--- src/hw/rtl/sac_ram.sv ---
`timescale 1ns / 1ps

module sac_ram #(
   parameter int WIDTH = 8,
   parameter int DEPTH = 16
) (
   input  logic                             clock,
   input  logic                             wr_en,
   input  logic [$clog2(DEPTH)-1:0]         wr_addr,
   input  logic [WIDTH-1:0]                 wr_data,
   input  logic                             rd_en,
   input  logic [$clog2(DEPTH)-1:0]         rd_addr,
   output logic [WIDTH-1:0]                 rd_data
);

   logic [WIDTH-1:0] mem [DEPTH];
   logic [WIDTH-1:0] rd_data_ff;

   // one write port, one registered read port
   always_ff @(posedge clock) begin
      if (wr_en) begin
         mem[wr_addr] <= wr_data;
      end
      if (rd_en) begin
         rd_data_ff <= mem[rd_addr];
      end
   end

   assign rd_data = rd_data_ff;

endmodule

--- config.mk ---
export PLATFORM = sky130hd
export DESIGN_NAME = sac_ram
export DESIGN_NICKNAME = d
export VERILOG_FILES = /design/src/hw/rtl/sac_ram.sv
export SDC_FILE = /design/constraint.sdc
export NUM_CORES = 1
export LEC_CHECK = 0
export BUFFER_PORTS_ARGS = -buffer_cell sky130_fd_sc_hd__buf_2
export CORE_MARGIN = 10
export CORE_UTILIZATION = 40
export DETAILED_ROUTE_END_ITERATION = 6
export GPL_ROUTABILITY_DRIVEN = 0
export GPL_TIMING_DRIVEN = 0
export PLACE_DENSITY = 0.54
export SYNTH_ARGS = -nofsm -noshare
export SYNTH_HDL_FRONTEND = slang
export SYNTH_SLANG_ARGS = --single-unit
--- constraint.sdc ---
create_clock -name clock -period 4.5 [get_ports clock]
set_input_delay 0.225 -clock clock [delete_from_list [all_inputs] [get_ports clock]]
set_output_delay 0.225 -clock clock [all_outputs]
set_load 0.02 [all_outputs]
==> results.md <==
- Worst IR drop on VDD: 219.8 uV
- Final worst setup slack: about 2.7 ns
- Type of the setup path with the least slack: primary input to register
- Floorplan row count: 41
- DIE WIDTH: about 130 um
- Die outline area: approximately 0.018 sq mm
- Syn Std Cell Area: 0.005228 sq mm
- Endpoint of the lowest-slack register-to-register path: rd_data[7]
- Critical path data arrival time: 1.84 ns
- Area of the multi-input gates: between 0.001 and 0.0015 sq mm
- Slew of the pin with the lowest slew margin: approximately 1.3 ns
- Layout Skew: 0.006359 ns
- Worst setup path start: wr_addr[2]
- Launch instance of the worst register-to-register path: mem[7][7]
- Layout Area Growth over Synthesis: 17.74%
- Initial core utilization: 0.4109
- TritonCTS clock tree: built
- DR vias/cell: between 5 and 6
- Clock tree root buffer cell: clkbuf_16
- Setup-failing EPs final: 0
- Warnings from Yosys: 0
- Count of pins over their slew limit: 0
- RSZ-0062 raised after global routing: no
- Combinational family with the most area after synthesis: multiplexers
- Arithmetic-cell share of the synthesized area counting full adders, half adders and majority gates: 0
- Yosys reg bits: 136
- Proportion of layout cells with a drive suffix above 1: 0.2937
- Setup_tns: 0 ns
- Finished Cell Area: 0.006155 sq mm
- Gate Count Post-Synth: 229
- Routed len/inst: 22.11 um
- Maximum buffer depth of the clock tree: 2
- Final hold violations: 0
- Startpoint type of the worst setup path: primary input
- Gr ovfl total: 0
- Hold buffer count at CTS: 0
- HPWL after detailed placement: 6615 um
- Post-CTS Setup Bufs: 0
- Synth Net Count: 248
- Pin count of the biggest net entering global routing: 17
- # clock sinks: roughly 140
- Required time of the critical path: around 4.5 ns
- Total power per unit cell area: 475.2 mW/mm^2
- Register area: 0.004084 sq mm
- Slew margin rel.: 0.1213
- Vias in the first global route: approximately 2,500
- Antenna Violating Nets Remaining: 0
- Area fraction in compound gates after synthesis: 0.02298
- Die extent in y: about 130 um
- Worst reg2reg setup slack: 2.95 ns
- Port-buffer cells: 25
- Number of buffers added by the clock tree synthesis step: 17
- Worst min-delay path class: primary input to register
- Placeable core region: 0.01272 sq mm
- Drt first pass iters: 4
- Leakage: a little over 2 nW
- Unique masters post-synth: 18
- Number of antenna violations at the first check in global routing: 0
- ANT cells: 0
- Worst setup slack after placement: 2.205 ns
- Vias post-DR: about 2,300
- Sequential element share of the synthesized area: 0.7812
- Number of nets in the layout: 292
- Avg Inst Size Synth: 22.83 sq um
- Worst-path maximum fanout: 8
- Post-synthesis share of cell area spent on and, or, nand and nor gates: 0.03135
- Hold Slack: 0.1521 ns
- Post-synthesis xor/xnor area fraction: 0
- WL final: 10,130 um
- Run status: complete, no violations
- Number of gates resized after cts: 0
- Multiplexer area fraction after synthesis: 0.1479
- Fill cells: about 1,100
- Overall track demand over capacity in global routing: 0.1176
- First-pass GRT wire length: ~15,000 um
- Max cap viols: 0
- Period minus WS final: 1.831 ns
- Worst reg-to-reg path cell count: 3
- Period utilization: 0.4069
- Depth of the CTS H-tree: 4
- DP Area: approximately 0.0056 sq mm
- Setup crit end kind: register
- Clock latency of the later-clocked register in the worst-skew pair: roughly 0.4 ns
- First DRT Iteration DRCs: 200
- CP Capture Point: mem[0][1]
- Num ports: 27
- Maximum operating frequency: 546.1 MHz
- Drt drc: 0
- Clock slew seen by the registers of the worst setup and hold paths: ~0.060 ns
[critical path, cell delays in order]
cell	delay, ns
buf_2	0.11
or3b_2	0.53
nor3_1	0.97
[Yosys cell counts]
library cell / instances / share of area
a22oi_1: 16 / 0.023
and2_1: 1 / 0.0012
and2b_1: 1 / 0.0014
buf_2: 3 / 0.0029
buf_4: 1 / 0.0014
buf_6: 3 / 0.0065
clkdlybuf4s25_2: 3 / 0.0057
edfxtp_1: 136 / 0.78
mux4_1: 14 / 0.070
mux4_2: 18 / 0.078
nand2_1: 9 / 0.0065
nand2b_1: 2 / 0.0024
nand3_1: 1 / 0.00096
nand3b_1: 2 / 0.0029
nor2_1: 13 / 0.0093
nor2b_1: 1 / 0.0012
nor3_1: 4 / 0.0038
or3b_2: 1 / 0.0017
[worst min-delay path by stage]
stage	startpoint	end	slack [ns]	cells after the start
after floorplan	wr_data[0]	mem[0][0]	0.32	0
after global placement	rd_en	rd_data[3]	0.57	1
after detailed placement	rd_en	rd_data[4]	0.57	1
after CTS	rd_en	rd_data[0]	0.14	1
after global routing	rd_en	rd_data[6]	0.16	1
final	rd_en	rd_data[0]	0.15	1
[report_power, final]
group | switching, mW | total [mW] | internal, mW
Combinational | 0.0853 | 0.140 | 0.0550
Clock | 0.488 | 1.35 | 0.863
Sequential | 0.00540 | 1.43 | 1.43
Total | 0.579 | 2.92 | 2.35
[final cells by class]
class                      count  area share
tap                          172     0.03497
sequential                   136      0.6636
buffer                        10     0.01403
timing repair buffer          25     0.02033
multi-input combinational     83      0.1718
clock buffer                  18     0.06973
clock inverter                14     0.02561
[through the flow]
step,utilization,cells,power [mW]
floorplan,-,229,1.539
global placement,0.4376,426,1.599
detailed placement,0.4376,426,1.604
CTS,0.4838,458,2.952
global route,0.4838,458,3.014
finish,0.4838,458,2.925
[placed cells by master, fill, tap and decap left out]
cell type / n
nor2b_1: 1
nand2b_1: 2
clkdlybuf4s25_2: 3
nor2_1: 13
clkinvlp_4: 4
edfxtp_1: 136
buf_2: 28
clkbuf_16: 17
bufinv_16: 3
nand3b_1: 2
a22oi_1: 16
mux4_1: 14
and2b_1: 1
nand2_1: 9
nand3_1: 1
clkbuf_1: 1
clkinv_1: 1
buf_6: 3
mux4_2: 18
and2_1: 1
clkinv_2: 5
clkinv_4: 1
nor3_1: 4
or3b_2: 1
buf_4: 1
[kinds of logic after synthesis]
kind of cell,after synthesis
flops,136
buf+inv,10
mux,32
compound gates,16
simple gates,35
[layer usage]
metal / vias up / global-route usage / share of wire
li1: 1071 / - / -
met4: 0 / 0.04534 / 0.016
met3: 13 / 0.03958 / 0.069
met2: 66 / 0.1811 / 0.49
met1: 1195 / 0.1502 / 0.43
met5: - / 0 / 0
[state kept, by name, indices dropped and copies added, names as in the netlist]
signal	cells
rd_data	8
mem	128
No activity file was read; power rests on OpenSTA's default activity.
