## config.mk

```make
export PLATFORM = sky130hd
export DESIGN_NAME = sac_addr_split
export DESIGN_NICKNAME = d
export VERILOG_FILES = /design/src/hw/rtl/sac_pkg.sv /design/src/hw/rtl/sac_addr_split.sv
export SDC_FILE = /design/constraint.sdc
export NUM_CORES = 1
export LEC_CHECK = 0
export BUFFER_PORTS_ARGS = -buffer_cell sky130_fd_sc_hd__buf_2
export CAP_MARGIN = 15
export CORE_ASPECT_RATIO = 2
export CORE_MARGIN = 1.5
export CORE_UTILIZATION = 29
export DETAILED_ROUTE_END_ITERATION = 6
export PLACE_DENSITY = 0.59
export SLEW_MARGIN = 20
export SYNTH_ARGS = -nofsm -noshare
export SYNTH_HDL_FRONTEND = slang
export SYNTH_SLANG_ARGS = --single-unit
```

## constraint.sdc

```tcl
create_clock -name vclk -period 10.05
set_input_delay 1.005 -clock vclk [all_inputs]
set_output_delay 1.005 -clock vclk [all_outputs]
set_load 0.1 [all_outputs]
```

## src/hw/rtl/sac_pkg.sv

```systemverilog
`timescale 1ns / 1ps

package sac_pkg;

   // geometry
   localparam int WAYS   = 4;
   localparam int SETS   = 64;
   localparam int WAY_W  = (WAYS > 1) ? $clog2(WAYS) : 1;
   localparam int SET_W  = (SETS > 1) ? $clog2(SETS) : 1;
   localparam int RANK_W = WAY_W;

   // field widths
   localparam int ADDR_W      = 32;
   localparam int TAG_W       = 32;
   localparam int SET_INDEX_W = 6;
   localparam int OFFSET_W    = 30;
   localparam int COUNT_W     = 32;
   localparam int CSR_W       = 6;
   localparam int CSR_INDEX_W = 2;

   localparam logic [COUNT_W-1:0] COUNT_MAX = 32'hffff_ffff;

   // register indexes
   localparam logic [CSR_INDEX_W-1:0] CSR_OFFSET_BITS = 2'd0;
   localparam logic [CSR_INDEX_W-1:0] CSR_INDEX_BITS  = 2'd1;
   localparam logic [CSR_INDEX_W-1:0] CSR_TAG_BITS    = 2'd2;

   // register reset values
   localparam logic [4:0] OFFSET_BITS_RST = 5'd4;
   localparam logic [2:0] INDEX_BITS_RST  = 3'd6;
   localparam logic [5:0] TAG_BITS_RST    = 6'd0;

   // commands
   localparam logic CMD_ACCESS = 1'b0;
   localparam logic CMD_CLEAR  = 1'b1;

   typedef struct packed {
      logic              cmd;
      logic [ADDR_W-1:0] addr;
   } sac_req_type;

   typedef struct packed {
      logic                   hit;
      logic [WAY_W-1:0]       way;
      logic                   evicted;
      logic [TAG_W-1:0]       evicted_tag;
      logic [TAG_W-1:0]       tag_part;
      logic [SET_INDEX_W-1:0] set_index;
      logic [OFFSET_W-1:0]    byte_offset;
      logic [COUNT_W-1:0]     hit_total;
      logic [COUNT_W-1:0]     miss_total;
   } sac_rsp_type;

   typedef struct packed {
      logic              valid;
      logic [TAG_W-1:0]  tag;
      logic [RANK_W-1:0] rank;
   } sac_way_type;

   typedef sac_way_type [WAYS-1:0] sac_row_type;

   localparam int ROW_W = $bits(sac_row_type);

   typedef struct packed {
      logic             hit;
      logic [WAY_W-1:0] way;
      logic             evicted;
      logic [TAG_W-1:0] evicted_tag;
   } sac_lookup_type;

endpackage

```

## src/hw/rtl/sac_addr_split.sv

```systemverilog
`timescale 1ns / 1ps

module sac_addr_split (
   input  logic [sac_pkg::ADDR_W-1:0]      addr,
   input  logic [4:0]                      offset_bits,
   input  logic [2:0]                      index_bits,
   input  logic [5:0]                      tag_bits,
   output logic [sac_pkg::TAG_W-1:0]       tag_part,
   output logic [sac_pkg::SET_INDEX_W-1:0] set_index,
   output logic [sac_pkg::OFFSET_W-1:0]    byte_offset
);
   import sac_pkg::*;

   localparam logic [ADDR_W-1:0] ONES = '1;

   logic [ADDR_W-1:0] off_full;
   logic [ADDR_W-1:0] idx_full;
   logic [5:0]        used;
   logic [5:0]        tbits;
   logic [ADDR_W-1:0] tag_mask;

   // offset and index fields, the offset never reaches past the address
   assign off_full = addr & ~(ONES << offset_bits);
   assign idx_full = (addr >> offset_bits) & ~(ONES << index_bits);

   // tag width, zero means all bits above index and offset
   assign used = {1'b0, offset_bits} + {3'b000, index_bits};

   always_comb begin
      if (tag_bits != 6'd0) begin
         tbits = tag_bits;
      end else if (used >= 6'd32) begin
         tbits = 6'd0;
      end else begin
         tbits = 6'd32 - used;
      end
   end

   assign tag_mask = (tbits >= 6'd32) ? ONES : ~(ONES << tbits[4:0]);

   // tag field, zero once the shift leaves the address
   assign tag_part    = (used >= 6'd32) ? '0 : ((addr >> used[4:0]) & tag_mask);
   assign set_index   = idx_full[SET_INDEX_W-1:0];
   assign byte_offset = off_full[OFFSET_W-1:0];

endmodule

```

==> flow_metrics.env <==
export IMPL_outcome="complete, but fails checks"
export IMPL_failed_checks="design-rule violations"
export IMPL_cts_hold_buf=0
export IMPL_drive_gt1_share_pct=31.7
export IMPL_place_congestion=0.946
export IMPL_synth_seq_area_share_pct=0
export IMPL_final_cells=714
export IMPL_vias=4419
export IMPL_setup_viol=0
export IMPL_grt_pass1_vias=4265
export IMPL_postCtsSetupBuffers=0
export IMPL_finalNetCount=615
export IMPL_grt_max_degree=45
export IMPL_rows=59
export IMPL_wl_per_cell_um=21.0
export IMPL_synth_nets=545
export IMPL_core_mm2=0.0131
export IMPL_drc_errors=9
export IMPL_maxSlewHeadroom_pct=31.1
export IMPL_grt_ovfl_total=0
export IMPL_place_ws_ps=3420
export IMPL_crit_required_ps=9050
export IMPL_min_period_over_period_pct=65.7
export IMPL_hold_end="byte_offset[1]"
export IMPL_start_util_pct=29.9
export IMPL_finalHoldViolCount=0
export IMPL_grt_pass1_wl_um=23300
export IMPL_via_per_inst=6.19
export IMPL_design_seq_count=0
export IMPL_rsz0062_at_grt="no"
export IMPL_worst_pin_slew_ps=1030
export IMPL_setup_ws_ps=3450
export IMPL_end_kind="primary output"
export IMPL_io_buffers=114
export IMPL_min_path_cells=3
export IMPL_diodes=0
export IMPL_path_max_fanout=37
export IMPL_slew_violations=0
export IMPL_powerDensity_mw_per_mm2=132
export IMPL_die_area_mm2=0.0142
export IMPL_dp_hpwl_um=12100
export IMPL_die_h_um=167
export IMPL_ir_worst_vdd_mv=0.0421
export IMPL_ant_nets=0
export IMPL_utilization_pct=34.3
export IMPL_cp_num_buf_inv=2
export IMPL_ys_warn_count=0
export IMPL_placed_cells=714
export IMPL_antenna_found_initial=0
export IMPL_crit_family="compound AO/OA/AOI/OAI gates"
export IMPL_area_delta_synth_final_pct=14.6
export IMPL_clockBufferCount=0
export IMPL_fin_crit_ps=6600
export IMPL_worstSetupStartpointType="primary input"
export IMPL_critPathSlowestCell="o311ai_2"
export IMPL_maxCapViolations=0
export IMPL_path_cells="buf_2 > ha_1 > fa_2 > nor2_1 > o211ai_1 > a21boi_0 > o311ai_2 > nor3_2 > a221oi_1 > buf_2"
export IMPL_worstHoldStart="addr[1]"
export IMPL_seq_area_um2=0
export IMPL_synthCells=494
export IMPL_cp_common_cell="buf_2"
export IMPL_cpPeakStageDelay_ps=860
export IMPL_wirelength_um=15000
export IMPL_first_iter_violations=280
export IMPL_worst_setup_path_type="primary input to primary output"
export IMPL_avgSynthCellArea_um2=7.91
export IMPL_worstPathArrival_ps=5600
export IMPL_floorplan_die_width_um=85.1
export IMPL_hold_class="primary input to primary output"
export IMPL_cts_resized=0
export IMPL_io_pins=114
export IMPL_power_leakage_uw=0.00201
export IMPL_max_freq_ghz=0.151
export IMPL_drtPass1Iterations=7
export IMPL_syn_cell_area_mm2=0.00391
export IMPL_setup_tns_ps=0
export IMPL_track_usage_pct=20.2
export IMPL_yosysUniqueCellTypes=60
==> layout make-up <==
type,count,area [um^2]
repair buffers,115,578
well taps,152,190
inverters,9,33.8
fillers,1395,8580
multi-input cells,438,3680
==> report_power, final <==
part	leakage, uW	switching, uW	total, uW	internal (uW)
clock network	0	0	0	0
logic	0.00201	437	593	157
registers	0	0	0	0
==> Yosys cell counts, drive strengths merged, types with 10 or more instances <==
library cell / number / area (um^2)
clkbuf: 14 / 52.6
o21ai: 18 / 90.1
a211oi: 13 / 110
a31oi: 10 / 62.6
nor2b: 15 / 93.8
buf: 33 / 161
nor3: 14 / 75.1
mux4: 42 / 946
nand2: 59 / 221
mux2i: 80 / 801
nor2: 44 / 165
a21oi: 36 / 180
==> layer usage <==
| layer | routed length (um) | vias to the layer above | GRT usage (%) |
|---|---|---|---|
| met5 | 0 | - | 0 |
| met4 | 663 | 0 | 7.56 |
| met3 | 722 | 34 | 0.838 |
| met2 | 8230 | 201 | 39.1 |
| met1 | 5370 | 2129 | 22.7 |
| li1 | - | 2055 | - |
==> per-stage QoR <==
stage | hold slack, ps | total power [uW] | area (um^2)
global placement | 2520 | 585 | 4470
finish | 2520 | 593 | 4480
CTS | 2520 | 590 | 4470
global route | 2540 | 623 | 4480
detailed placement | 2520 | 589 | 4470
floorplan | 2390 | 477 | 3910
==> worst max-delay path by stage <==
stage	start	to	slack (ps)	depth (start not counted)
2_1_floorplan	offset_bits[0]	tag_part[28]	2750	12
3_3_place_gp	offset_bits[0]	tag_part[6]	3540	10
3_5_place_dp	offset_bits[0]	tag_part[2]	3420	10
4_1_cts	offset_bits[0]	tag_part[5]	3440	10
5_1_grt	offset_bits[0]	tag_part[6]	2960	10
6_report	offset_bits[0]	tag_part[5]	3450	10
==> tightest hold or removal path, delay by kind of cell <==
kind / cells / cell delay [ps]
AOI/OAI and AO/OA: 1 / 100
buffers and inverters: 2 / 400
==> cells in the final DEF, fill, tap and decap left out, types with 5 or more instances in the layout <==
| cell type | netlist | layout |
|---|---|---|
| and2_1 | 8 | 8 |
| mux4_2 | 42 | 42 |
| nor2_1 | 44 | 44 |
| o31a_1 | 6 | 6 |
| mux2i_1 | 80 | 80 |
| nand2_1 | 59 | 59 |
| a211oi_1 | 12 | 12 |
| o211a_1 | 5 | 5 |
| nor2b_1 | 15 | 15 |
| a21oi_1 | 36 | 36 |
| o21ai_0 | 16 | 16 |
| nor3_1 | 13 | 13 |
| o211ai_1 | 7 | 7 |
| inv_1 | 7 | 7 |
| a31oi_1 | 10 | 10 |
| a211o_1 | 6 | 6 |
| nand3_1 | 5 | 5 |
| a22oi_1 | 6 | 6 |
| and3_1 | 8 | 8 |
| buf_2 | 24 | 114 |
==> cell families after synthesis <==
logic type / after synthesis / share of synthesized area, %
buffers and inverters: 56 / 6.34
adder cells (fa/ha/maj): 5 / 1.79
AO/OA/AOI/OAI: 133 / 24.8
XOR/XNOR: 3 / 0.672
multiplexers: 126 / 45.8
AND/OR/NAND/NOR: 171 / 20.6
No activity file was read; power rests on OpenSTA's default activity.
