--- config.mk ---
export PLATFORM = sky130hd
export DESIGN_NAME = sac_way_logic
export DESIGN_NICKNAME = d
export VERILOG_FILES = /design/src/hw/rtl/sac_pkg.sv /design/src/hw/rtl/sac_way_logic.sv
export SDC_FILE = /design/constraint.sdc
export NUM_CORES = 1
export LEC_CHECK = 0
export ABC_AREA = 1
export BUFFER_PORTS_ARGS = -buffer_cell sky130_fd_sc_hd__buf_4
export CORE_AREA = 2 2 137 139
export DETAILED_ROUTE_END_ITERATION = 7
export DIE_AREA = 0 0 139 141
export PLACE_DENSITY_LB_ADDON = 0.08
export SLEW_MARGIN = 15
export SYNTH_ARGS = -nofsm -noshare
export SYNTH_HDL_FRONTEND = slang
export SYNTH_SLANG_ARGS = --single-unit
--- constraint.sdc ---
create_clock -name vclk -period 10.1
set_input_delay 2.02 -clock vclk [all_inputs]
set_output_delay 2.02 -clock vclk [all_outputs]
set_load 0.01 [all_outputs]
--- src/hw/rtl/sac_pkg.sv ---
`timescale 1ns / 1ps

package sac_pkg;

   // geometry
   localparam int WAYS   = 4;
   localparam int SETS   = 64;
   localparam int WAY_W  = (WAYS > 1) ? $clog2(WAYS) : 1;
   localparam int SET_W  = (SETS > 1) ? $clog2(SETS) : 1;
   localparam int RANK_W = WAY_W;

   // field widths
   localparam int ADDR_W      = 32;
   localparam int TAG_W       = 32;
   localparam int SET_INDEX_W = 6;
   localparam int OFFSET_W    = 30;
   localparam int COUNT_W     = 32;
   localparam int CSR_W       = 6;
   localparam int CSR_INDEX_W = 2;

   localparam logic [COUNT_W-1:0] COUNT_MAX = 32'hffff_ffff;

   // register indexes
   localparam logic [CSR_INDEX_W-1:0] CSR_OFFSET_BITS = 2'd0;
   localparam logic [CSR_INDEX_W-1:0] CSR_INDEX_BITS  = 2'd1;
   localparam logic [CSR_INDEX_W-1:0] CSR_TAG_BITS    = 2'd2;

   // register reset values
   localparam logic [4:0] OFFSET_BITS_RST = 5'd4;
   localparam logic [2:0] INDEX_BITS_RST  = 3'd6;
   localparam logic [5:0] TAG_BITS_RST    = 6'd0;

   // commands
   localparam logic CMD_ACCESS = 1'b0;
   localparam logic CMD_CLEAR  = 1'b1;

   typedef struct packed {
      logic              cmd;
      logic [ADDR_W-1:0] addr;
   } sac_req_type;

   typedef struct packed {
      logic                   hit;
      logic [WAY_W-1:0]       way;
      logic                   evicted;
      logic [TAG_W-1:0]       evicted_tag;
      logic [TAG_W-1:0]       tag_part;
      logic [SET_INDEX_W-1:0] set_index;
      logic [OFFSET_W-1:0]    byte_offset;
      logic [COUNT_W-1:0]     hit_total;
      logic [COUNT_W-1:0]     miss_total;
   } sac_rsp_type;

   typedef struct packed {
      logic              valid;
      logic [TAG_W-1:0]  tag;
      logic [RANK_W-1:0] rank;
   } sac_way_type;

   typedef sac_way_type [WAYS-1:0] sac_row_type;

   localparam int ROW_W = $bits(sac_row_type);

   typedef struct packed {
      logic             hit;
      logic [WAY_W-1:0] way;
      logic             evicted;
      logic [TAG_W-1:0] evicted_tag;
   } sac_lookup_type;

endpackage

--- src/hw/rtl/sac_way_logic.sv ---
`timescale 1ns / 1ps

module sac_way_logic (
   input  sac_pkg::sac_row_type            row,
   input  logic [sac_pkg::TAG_W-1:0]       tag,
   output sac_pkg::sac_lookup_type         lookup,
   output sac_pkg::sac_row_type            row_new
);
   import sac_pkg::*;

   logic              found;
   logic [WAY_W-1:0]  hit_way;
   logic              have_invalid;
   logic [WAY_W-1:0]  invalid_way;
   logic [WAY_W-1:0]  lru_way;
   logic [RANK_W-1:0] oldest;
   logic [WAY_W-1:0]  victim;
   logic              was_valid;
   logic [RANK_W-1:0] old_rank;

   // first valid way holding the tag
   always_comb begin
      found   = 1'b0;
      hit_way = '0;
      for (int w = 0; w < WAYS; w++) begin
         if (!found && row[w].valid && row[w].tag == tag) begin
            found   = 1'b1;
            hit_way = WAY_W'(w);
         end
      end
   end

   // first invalid way
   always_comb begin
      have_invalid = 1'b0;
      invalid_way  = '0;
      for (int w = 0; w < WAYS; w++) begin
         if (!have_invalid && !row[w].valid) begin
            have_invalid = 1'b1;
            invalid_way  = WAY_W'(w);
         end
      end
   end

   // oldest way, lowest number wins a tie
   always_comb begin
      lru_way = '0;
      oldest  = row[0].rank;
      for (int w = 1; w < WAYS; w++) begin
         if (row[w].rank > oldest) begin
            oldest  = row[w].rank;
            lru_way = WAY_W'(w);
         end
      end
   end

   always_comb begin
      priority if (found) begin
         victim = hit_way;
      end else if (have_invalid) begin
         victim = invalid_way;
      end else begin
         victim = lru_way;
      end
   end

   assign was_valid = row[victim].valid;
   assign old_rank  = row[victim].rank;

   // age younger valid ways, install or keep the tag, victim most recent
   always_comb begin
      row_new = row;
      for (int i = 0; i < WAYS; i++) begin
         if (WAY_W'(i) != victim && row[i].valid) begin
            if (!was_valid || row[i].rank < old_rank) begin
               row_new[i].rank = row[i].rank + RANK_W'(1);
            end
         end
      end
      row_new[victim].valid = 1'b1;
      row_new[victim].tag   = tag;
      row_new[victim].rank  = '0;
   end

   assign lookup.hit         = found;
   assign lookup.way         = victim;
   assign lookup.evicted     = !found && was_valid;
   assign lookup.evicted_tag = found ? '0 : row[victim].tag;

endmodule

==> results of run 1 <==
area by class of cell:
cell class | instances | area, um2
fillers | 2183 | 10500
inverters | 147 | 552
multi-input cells | 887 | 4220
well taps | 234 | 293
repair buffers | 354 | 2670
routing by layer:
metal	global-route usage [%]	up-vias	share of wire [%]
li1	-	4080	-
met1	38.5	3715	41
met2	52.6	409	48
met3	4.35	47	8.2
met4	7.92	0	2.9
met5	0	-	0
kinds of logic (layout without fill, tap and decap cells):
family | Yosys count | in the layout | synth area share, %
buf+inv | 200 | 501 | 15.8
xor+xnor | 30 | 30 | 5.26
compound gates | 240 | 240 | 27.3
simple gates | 609 | 609 | 49.7
fa+ha+maj | 8 | 8 | 2.00
where the power goes:
part,internal (W),switching (W),total [W],leakage [nW]
Clock,0,0,0,0
Sequential,0,0,0,0
Combinational,0.000200,0.000268,0.000468,4.36
cells in the mapped netlist (4+ instances only):
cell type | count | area [um2]
sky130_fd_sc_hd__o21ai_1 | 23 | 115
sky130_fd_sc_hd__nand3_1 | 35 | 175
sky130_fd_sc_hd__o21ai_0 | 149 | 746
sky130_fd_sc_hd__nor3_1 | 4 | 20.0
sky130_fd_sc_hd__buf_2 | 29 | 145
sky130_fd_sc_hd__o22ai_1 | 24 | 150
sky130_fd_sc_hd__inv_2 | 35 | 131
sky130_fd_sc_hd__clkbuf_1 | 21 | 78.8
sky130_fd_sc_hd__ha_1 | 8 | 100
sky130_fd_sc_hd__xor2_1 | 9 | 78.8
sky130_fd_sc_hd__a221oi_1 | 32 | 280
sky130_fd_sc_hd__inv_1 | 111 | 417
sky130_fd_sc_hd__xnor2_1 | 21 | 184
sky130_fd_sc_hd__nand4_1 | 11 | 68.8
sky130_fd_sc_hd__nand2_1 | 403 | 1510
sky130_fd_sc_hd__nor2_1 | 131 | 492
sky130_fd_sc_hd__a21oi_1 | 8 | 40.0
sky130_fd_sc_hd__nand2_2 | 5 | 31.3
final timing paths:
check | cells past startpoint | slack, ps | from | to
worst max-delay path | 25 | 1640 | row[1] | lookup[11]
worst min-delay path | 4 | 4350 | row[135] | row_new[135]
through the flow:
stage	total power (W)	instance area, um2	std cells	setup WS (ps)
floorplan	0.000217	5000	1087	2940
global route	0.000509	7730	1622	1230
detailed placement	0.000466	7730	1622	1710
finish	0.000468	7730	1622	1640
CTS	0.000468	7730	1622	1690
global placement	0.000466	7730	1622	1720
worst max-delay path, cell delays in order:
cell	delay, ps
sky130_fd_sc_hd__buf_4	120
sky130_fd_sc_hd__inv_1	130
sky130_fd_sc_hd__ha_1	260
sky130_fd_sc_hd__o22ai_1	250
sky130_fd_sc_hd__o21ai_0	150
sky130_fd_sc_hd__ha_1	200
sky130_fd_sc_hd__nor2_1	90
sky130_fd_sc_hd__nor2_1	50
sky130_fd_sc_hd__a21oi_1	240
sky130_fd_sc_hd__nor2_1	80
sky130_fd_sc_hd__a21oi_1	130
sky130_fd_sc_hd__ha_1	240
sky130_fd_sc_hd__nand2_1	60
sky130_fd_sc_hd__o21ai_0	70
sky130_fd_sc_hd__nand4_1	90
sky130_fd_sc_hd__nor2_1	50
sky130_fd_sc_hd__nor2_1	190
sky130_fd_sc_hd__nand3_4	120
sky130_fd_sc_hd__nand2_4	270
sky130_fd_sc_hd__nor2_4	190
sky130_fd_sc_hd__inv_2	670
sky130_fd_sc_hd__o22ai_1	220
sky130_fd_sc_hd__a221oi_1	280
sky130_fd_sc_hd__nor2_1	80
sky130_fd_sc_hd__buf_4	160
==> run summary, run 1 <==
After technology mapping, the gate count stands at 1,087. The first global-routing pass estimated 46.2 mm of wire. The tightest min-delay check is of the in2out type. The final critical-path share of the clock period is 83.8%. For this design, the CTS-stage hold fixing added 0 buffers. Leaving out fill and tap cells, the most frequent cell in the layout is sky130_fd_sc_hd__nand2_1.

The number of global-route vias before repair is 8,026. The clock period minus final worst setup slack came out at 8460 ps. The data required time of the critical path is 8080 ps.

STA puts the critical path data arrival time at 6440 ps. The worst setup path is launched from a primary input. The initial antenna violation count is 0. Buffers placed on the I/O ports in this run total 348. The total global routing track utilization came out at 30.0%. The number of hold-slack violations in the final timing report is 0.

By startpoint and endpoint, the worst setup path is classified as in2out. In the final layout, flip-flops and latches occupy 0 um2. The count of pins on the block boundary came out at 348.

The power density over the cells came out at 60.5 nW/um2. The number of vias per cell after detailed routing is 5.09. The total length of routed wires came out at 31.2 mm. The number of warnings printed during yosys synthesis came out at 0.

Of all nets on the critical path, the largest fanout is 35. In this run the horizontal extent of the chip is 139 um. Setup repair after global routing left no endpoint under its margin. The site row count came out at 50. The kind of capture point of the worst setup path is a primary output. The initial core utilization came out at 27.4%. The largest vdd supply drop is 25.7 uV. The average instance in the mapped netlist occupies 4.60 um2.

Setup violations remaining at the end of the flow were counted as 0. Relative to the synthesized area, the layout overhead comes to 54.6%. Routability-driven placement finished with a final weighted congestion of 0.909. The max-cap check violation count is 0.

The number of nets in the synthesized netlist is 1,267. The number of diodes came out at 0. The clock buffers instantiated in the layout total 0. After synthesis the cells add up to 5000 um2. The total number of vias came out at 8,251. The flow ran to the end, and the final reports show no timing, DRC or antenna violations. The die covers 19,600 um2. The cell leakage power came out at 4.36 nW. In the routed design, unresolved DRC markers number 0.

The setup TNS came out at 0 ps. The core region is 18,300 um2. The die extent in y is 141 um. The transition time of the tightest slew-check pin is 863 ps. The total overflow left after global routing is 0. In the layout the commonest cells are sky130_fd_sc_hd__nand2_1, sky130_fd_sc_hd__buf_4, sky130_fd_sc_hd__o21ai_0.

The final hold slack is 4350 ps. Derived from the worst setup path, the maximum achievable clock frequency is 118 MHz. The final sequential cell count came out at 0. The worst pin sits at a relative slew slack of 42.4%. The length of the first detailed-routing pass in iterations is 5. The final standard cell utilization of the core came out at 42.3%. In this run the remaining antenna-violating nets after routing total 0. The number of gates resized after CTS was 0. The part of the Yosys area used for sequential elements came out at 0%. Dividing the detail-routed wire length by the instance count gives 19.3 um.

The estimated wirelength of the detail-placed design came out at 25.4 mm. The number of nets in the final layout came out at 1,570. The largest net degree at the start of global routing came out at 69. The proportion of layout cells with a drive suffix above 1 came out at 29.3%.

Once the clock tree was built, the setup fixing pass inserted 0 buffers. The number of distinct library cells after synthesis is 32. The initial detailed-routing violation count came out at 602. The max-slew violation count came out at 0.
(Power assumes the default switching activity.)
==> run 2, diff against run 1 <==
- CORE_AREA: 2 2 137 139 -> 2 2 135 137
- DIE_AREA: 0 0 139 141 -> 0 0 137 139
- clock period: 10.1 -> 8.5 ns (I/O delays scaled with it)
==> run summary, run 2 (synthesized netlist as in run 1, its figures left out) <==
The setup TNS came out at 0 ps (unchanged). The final critical-path share of the clock period came out at 90.8%. The die extent in y was 139 um (-1.4%). The overall die area was 19,000 um2 (-2.8%).

The launching element type of the critical path is a primary input. The final standard cell count with taps included and fillers excluded came out at 1,621 (-0.062%). The length of the first detailed-routing pass in iterations is 5 (unchanged). The cell family with the largest share of critical-path delay is simple AND/OR/NAND/NOR gates.

The number of global-route vias before repair came out at 7,578 (-5.6%). The number of buffers added on ports is 348 (unchanged). The post-cts hold buffer count came to 0 (unchanged). The net switching fraction of the power came out at 57.0% (-0.23 points).

The worst slew margin relative to its limit came out at 48.7% (+6.3 points). The total length of routed wires came out at 30.7 mm (-1.7%). The global-route wire length before repair came out at 45.3 mm (-2.0%).

The transition time of the tightest slew-check pin is 768 ps (-94.8 ps). The number of hold-slack violations in the final timing report is 0 (unchanged). The count of final setup violators is 0 (unchanged). The initial antenna violation count is 0 (unchanged). The number of vias per cell after detailed routing came to 5.04 (-0.91%). The initial detailed-routing violation count came to 463 (-23%).

The critical path class is in2out. The internal power component is 0.000239 W (+20%). The number of resized instances in the post-cts repair step came to 0 (unchanged). The estimated wirelength of the detail-placed design came out at 25.0 mm (-1.7%).

The area taken by flip-flops and latches is 0 um2 (unchanged). Leaving out fill and tap cells, the most frequent cell in the layout is sky130_fd_sc_hd__nand2_1. The largest vdd supply drop is 31.6 uV (+23%). Among the stages of the critical path, the cell type that occurs most often is sky130_fd_sc_hd__nor2_1.

The top achievable clock speed came out at 130 MHz. The data required time of the critical path is 6800 ps (-1280 ps). The data arrival at the endpoint of the critical path came out at 6020 ps (-420 ps). The number of buffer and inverter instances along the worst setup path was 6 (+2). The max-slew violation count came out at 0 (unchanged).

The flow ran to the end, and the final reports show no timing, DRC or antenna violations. The remaining number of nets flagged by the antenna check after routing came out at 0 (unchanged). The most heavily used metal layer in global routing is met2. The number of diodes is 0 (unchanged). The placeable core area is 17,700 um2 (-3.3%).

The global-route track usage on met3 is 3.25% (-1.1 points). The total grt overflow is 0 (unchanged). The routed design could run at a clock period as short as 7720 ps.

The buffers inserted during post-CTS setup optimization is 0 (unchanged). The remaining routing DRC violations came out at 0 (unchanged). The routed length per instance came out at 18.9 um (-1.7%). For this design, the slowest cell found on the critical path is sky130_fd_sc_hd__ha_1. The power share of the sequential group is 0% (unchanged). The largest incremental delay on the critical path came out at 270 ps (-400 ps).

The power density over the cells came out at 71.8 nW/um2 (+19%). The cell count after placement is 1,621 (-0.062%). The global placement routability congestion is 0.928 (+2.2%). The largest net degree at the start of global routing is 70 (+1.4%). The met2 demand-to-capacity share in global routing is 53.6% (+1.0 points).

Setup repair after global routing left no endpoint under its margin. The combinational group share of total power was 100.0% (about the same). The number of fill cells came out at 2,136 (-2.2%). From synthesis to final layout, the design area changed by 55.1%. The met1 track utilization from global routing is 41.3% (+2.8 points). The net switching power was 0.000317 W (+19%). The area of the multi-input gates is 4220 um2 (unchanged). The clock buffer count in the final layout came out at 0 (unchanged).

The total global routing track utilization is 30.7% (+0.71 points). In the layout the commonest cells are sky130_fd_sc_hd__nand2_1, sky130_fd_sc_hd__buf_4, sky130_fd_sc_hd__o21ai_0. The proportion of layout cells with a drive suffix above 1 is 29.5% (+0.20 points). The total number of vias is 8,171 (-0.97%). The max-cap check violation count is 0 (unchanged).

The number of nets in the final layout came out at 1,574 (+0.25%). The cell leakage power is 4.38 nW (+0.43%). The initial core utilization is 28.3% (+0.95 points). The count of pins on the block boundary is 348 (unchanged).

The final sequential cell count came out at 0 (unchanged). The share of total power in the clock network is 0% (unchanged). The site row count is 49 (-2.0%).

The path class of the tightest hold or removal check is in2out. The horizontal die dimension came out at 137 um (-1.4%). The kind of capture point of the worst setup path is a primary output. The largest fanout of any net on the critical path was 22 (-37%).
[run 2: cell count changes in the layout (fill, tap and decap cells not counted)]
cell / change
sky130_fd_sc_hd__buf_4: +4
[run 2: worst paths after layout]
path	from	to	slack, ps	cells past startpoint
worst max-delay path	row[1]	row_new[106]	780	30
worst min-delay path	row[138]	row_new[138]	3720	4
[run 2: per-layer routing]
| layer | wire length (um) | vias up |
|---|---|---|
| met5 | 0 | - |
| met2 | 14900 | 364 |
| li1 | - | 4095 |
| met4 | 422 | 0 |
| met3 | 2230 | 25 |
| met1 | 13100 | 3687 |
[run 2: final cells by class]
cell class | count | share of cell area [%]
multi-input cells | 887 | 54.4
inverters | 147 | 7.12
well taps | 229 | 3.70
repair buffers | 358 | 34.8
[run 2: metrics by stage]
| stage | util, % | instance area [um2] | hold slack, ps | power, W | setup slack, ps |
|---|---|---|---|---|---|
| final | 43.9 | 7750 | 3720 | 0.000556 | 785 |
| after global routing | 43.9 | 7750 | 3730 | 0.000606 | 372 |
| after CTS | 43.9 | 7750 | 3710 | 0.000557 | 774 |
| after detailed placement | 43.9 | 7750 | 3710 | 0.000554 | 819 |
| after global placement | 43.9 | 7750 | 3710 | 0.000555 | 824 |
| after floorplan | - | 5000 | 3520 | 0.000258 | 1980 |
[run 2: worst min-delay path: stages]
cell and delay, ps:
sky130_fd_sc_hd__buf_4 90, sky130_fd_sc_hd__nand2_1 40, sky130_fd_sc_hd__o21ai_0 60, sky130_fd_sc_hd__buf_4 120
[run 2: power groups by stage]
stage | Clock [W] | Combinational, W | Sequential, W
4_1_cts | 0 | 0.000557 | 0
3_3_place_gp | 0 | 0.000555 | 0
5_1_grt | 0 | 0.000606 | 0
3_5_place_dp | 0 | 0.000554 | 0
6_report | 0 | 0.000556 | 0
2_1_floorplan | 0 | 0.000258 | 0
==> run 3, diff against run 2 <==
- ABC_AREA: 1 -> unset
==> run summary, run 3 <==
The initial core utilization is 28.4% (+0.057 points). The count of pins on the block boundary came out at 348 (unchanged). The total length of routed wires came out at 27.0 mm (-12%).

The number of global-route vias before repair came out at 6,245 (-18%). The worst setup path is launched from a primary input. The number of nets in the final layout came to 1,105 (-30%). The clock buffer count in the final layout was 0 (unchanged). Setup repair after global routing left no endpoint under its margin. The area growth from synthesis to layout came out at 52.9%.

The number of buffers added on ports is 348 (unchanged). In this run the most critical hold path is launched from row[62]. In the post-synthesis netlist, the cell with the most instances is sky130_fd_sc_hd__mux2_2. The initial detailed-routing violation count was 515 (+11%). The buffers inserted during post-CTS setup optimization is 0 (unchanged). The length of the first detailed-routing pass in iterations is 8 (+3). The worst slew margin relative to its limit came out at 36.7% (-12 points). The data arrival at the endpoint of the critical path is 6360 ps (+340 ps). The clock period minus final worst setup slack came to 8060 ps (+344 ps).

The site row count came to 49 (unchanged). The estimated wirelength of the detail-placed design came to 22.1 mm (-12%). The overall die area came to 19,000 um2 (unchanged). The proportion of layout cells with a drive suffix above 1 is 57.9% (+28 points). By area the synthesized netlist is led by sky130_fd_sc_hd__mux2_2, sky130_fd_sc_hd__xor2_1, sky130_fd_sc_hd__a222oi_1, sky130_fd_sc_hd__xnor2_1, sky130_fd_sc_hd__nor4_1. The number of warnings printed during yosys synthesis came out at 0 (unchanged). The final critical-path share of the clock period came to 94.8% (+4.0 points).

The power density over the cells came out at 79.0 nW/um2 (+10%). The cell leakage power came to 3.43 nW (-22%). The setup path with the least slack is of type in2out.

The remaining routing DRC violations is 0 (unchanged). The die extent in y came out at 139 um (unchanged). The number of diodes came out at 0 (unchanged). The largest net degree at the start of global routing is 71 (+1.4%).

The horizontal die dimension came out at 137 um (unchanged). The largest fanout of any net on the critical path is 37 (+68%). The largest vdd supply drop came out at 36.3 uV (+15%). In this run the worst setup path begins at row[35].

The number of vias per cell after detailed routing came out at 5.46 (+8.3%). The instance count of the mapped netlist is 634 (-42%). The area taken by flip-flops and latches is 0 um2 (unchanged). The max-slew violation count is 0 (unchanged). The transition time of the tightest slew-check pin came out at 950 ps (+182 ps). Leaving out fill and tap cells, the most frequent cell in the layout is sky130_fd_sc_hd__buf_4. The total global routing track utilization is 26.8% (-3.9 points).

The synthesized area per cell is 7.90 um2 (+72%). The data required time of the critical path came out at 6800 ps (about the same). Counting instances in the post-synthesis netlist gives the leading cell types as sky130_fd_sc_hd__mux2_2, sky130_fd_sc_hd__xor2_1, sky130_fd_sc_hd__nor2_1. In this run the worst hold path is classified as in2out. In the layout the commonest cells are sky130_fd_sc_hd__buf_4, sky130_fd_sc_hd__mux2_2, sky130_fd_sc_hd__xor2_1. The number of hold-slack violations in the final timing report came to 0 (unchanged). The remaining number of nets flagged by the antenna check after routing came out at 0 (unchanged). The top achievable clock speed came out at 124 MHz (-4.3%). The setup TNS came out at 0 ps (unchanged). The global placement routability congestion came out at 0.937 (+0.88%).

The placeable core area is 17,700 um2 (unchanged). The final sequential cell count was 0 (unchanged). The count of final setup violators came out at 0 (unchanged). The initial antenna violation count was 0 (unchanged). The global-route wire length before repair came out at 39.3 mm (-13%).

The routed length per instance came to 23.5 um (+24%). The total grt overflow came to 0 (unchanged). The max-cap check violation count came out at 0 (unchanged). The largest total area in the synthesized netlist belongs to sky130_fd_sc_hd__mux2_2.

The part of the Yosys area used for sequential elements came out at 0% (unchanged). STA classifies the critical path endpoint as a primary output. The number of fill cells came out at 1,905 (-11%).

The total number of vias is 6,286 (-23%). The flow ran to the end, and the final reports show no timing, DRC or antenna violations. The net count after synthesis is 814 (-36%). The final standard cell utilization of the core came out at 43.4% (-0.55 points). The synthesized area came to 5010 um2 (+0.20%).

The number of distinct library cells after synthesis is 60 (+88%). The share of Yosys cell area claimed by the top area cell type is 34.8% (+4.6 points).
## run 3: cell count changes after synthesis, sizes merged, moves of 84 or more
cell   change
nand2    -388
o21ai    -160
mux2     +155
inv      -126
nor2      -91
xor2      +84
## run 3: logic make-up after synthesis
kind of cell	after synthesis	synth area share [%]
and+or+nand+nor	163	17.5
xor gates and xnor gates	123	21.7
muxes	156	35.0
adders and majority gates	8	2.00
AOI/OAI and AO/OA	94	15.2
buffers and inverters	90	8.67
## run 3: repair_timing
| item | CTS | global route |
|---|---|---|
| hold buffers | 0 | 0 |
| gates resized for setup | 0 | 1 |
| hold endpoints to repair | 0 | 0 |
| endpoints found under the setup margin | 0 | 1 |
## run 3: worst max-delay path, stage by stage
cell and delay [ps]:
sky130_fd_sc_hd__buf_4 100, sky130_fd_sc_hd__inv_1 100, sky130_fd_sc_hd__ha_1 290, sky130_fd_sc_hd__inv_1 30, sky130_fd_sc_hd__o22ai_1 220, sky130_fd_sc_hd__o21ai_0 180, sky130_fd_sc_hd__ha_1 210, sky130_fd_sc_hd__nor2_1 100
sky130_fd_sc_hd__a2bb2oi_1 310, sky130_fd_sc_hd__nor2_1 90, sky130_fd_sc_hd__a21oi_1 130, sky130_fd_sc_hd__ha_1 160, sky130_fd_sc_hd__nor2b_1 40, sky130_fd_sc_hd__o21ai_1 160, sky130_fd_sc_hd__nand2_1 90, sky130_fd_sc_hd__o311a_1 320
sky130_fd_sc_hd__or3_1 460, sky130_fd_sc_hd__o31a_2 350, sky130_fd_sc_hd__buf_4 300, sky130_fd_sc_hd__nor2_1 150, sky130_fd_sc_hd__a221o_1 320, sky130_fd_sc_hd__a211oi_1 130, sky130_fd_sc_hd__o221a_2 260, sky130_fd_sc_hd__buf_4 140
## run 3: stage by stage
stage	hold WS, ps	area, um2	total power, W	setup slack [ps]	cells
final	3740	7660	0.000605	441	1152
after floorplan	3480	5010	0.000310	1220	634
after detailed placement	3740	7650	0.000604	481	1152
after CTS	3730	7650	0.000607	464	1152
after global placement	3730	7650	0.000605	548	1152
after global routing	3750	7660	0.000645	18.8	1152
## run 3: cell type report
| type | instances | area (um2) | share of cell area, % |
|---|---|---|---|
| multi-input cells | 544 | 4600 | 60.1 |
| inverters | 20 | 75.1 | 0.980 |
| repair buffers | 359 | 2700 | 35.2 |
| well taps | 229 | 287 | 3.74 |
## run 3: path summary, 6_finish.rpt
| path | to | slack [ps] | cells past startpoint |
|---|---|---|---|
| max | row_new[36] | 440 | 24 |
| min | row_new[62] | 3740 | 4 |
## run 3: report_power, final
part / internal, W / switching, W / leakage, nW
combinational: 0.000299 / 0.000306 / 3.43
clock: 0 / 0 / 0
sequential: 0 / 0 / 0
total: 0.000299 / 0.000306 / 3.43
## run 3: layer usage
| layer | global-route usage [%] | share of wire (%) | routed length [um] |
|---|---|---|---|
| met5 | 0 | 0 | 0 |
| met3 | 2.89 | 5.9 | 1590 |
| met2 | 50.4 | 53 | 14300 |
| met1 | 33.0 | 40 | 10700 |
| met4 | 3.69 | 1.4 | 371 |
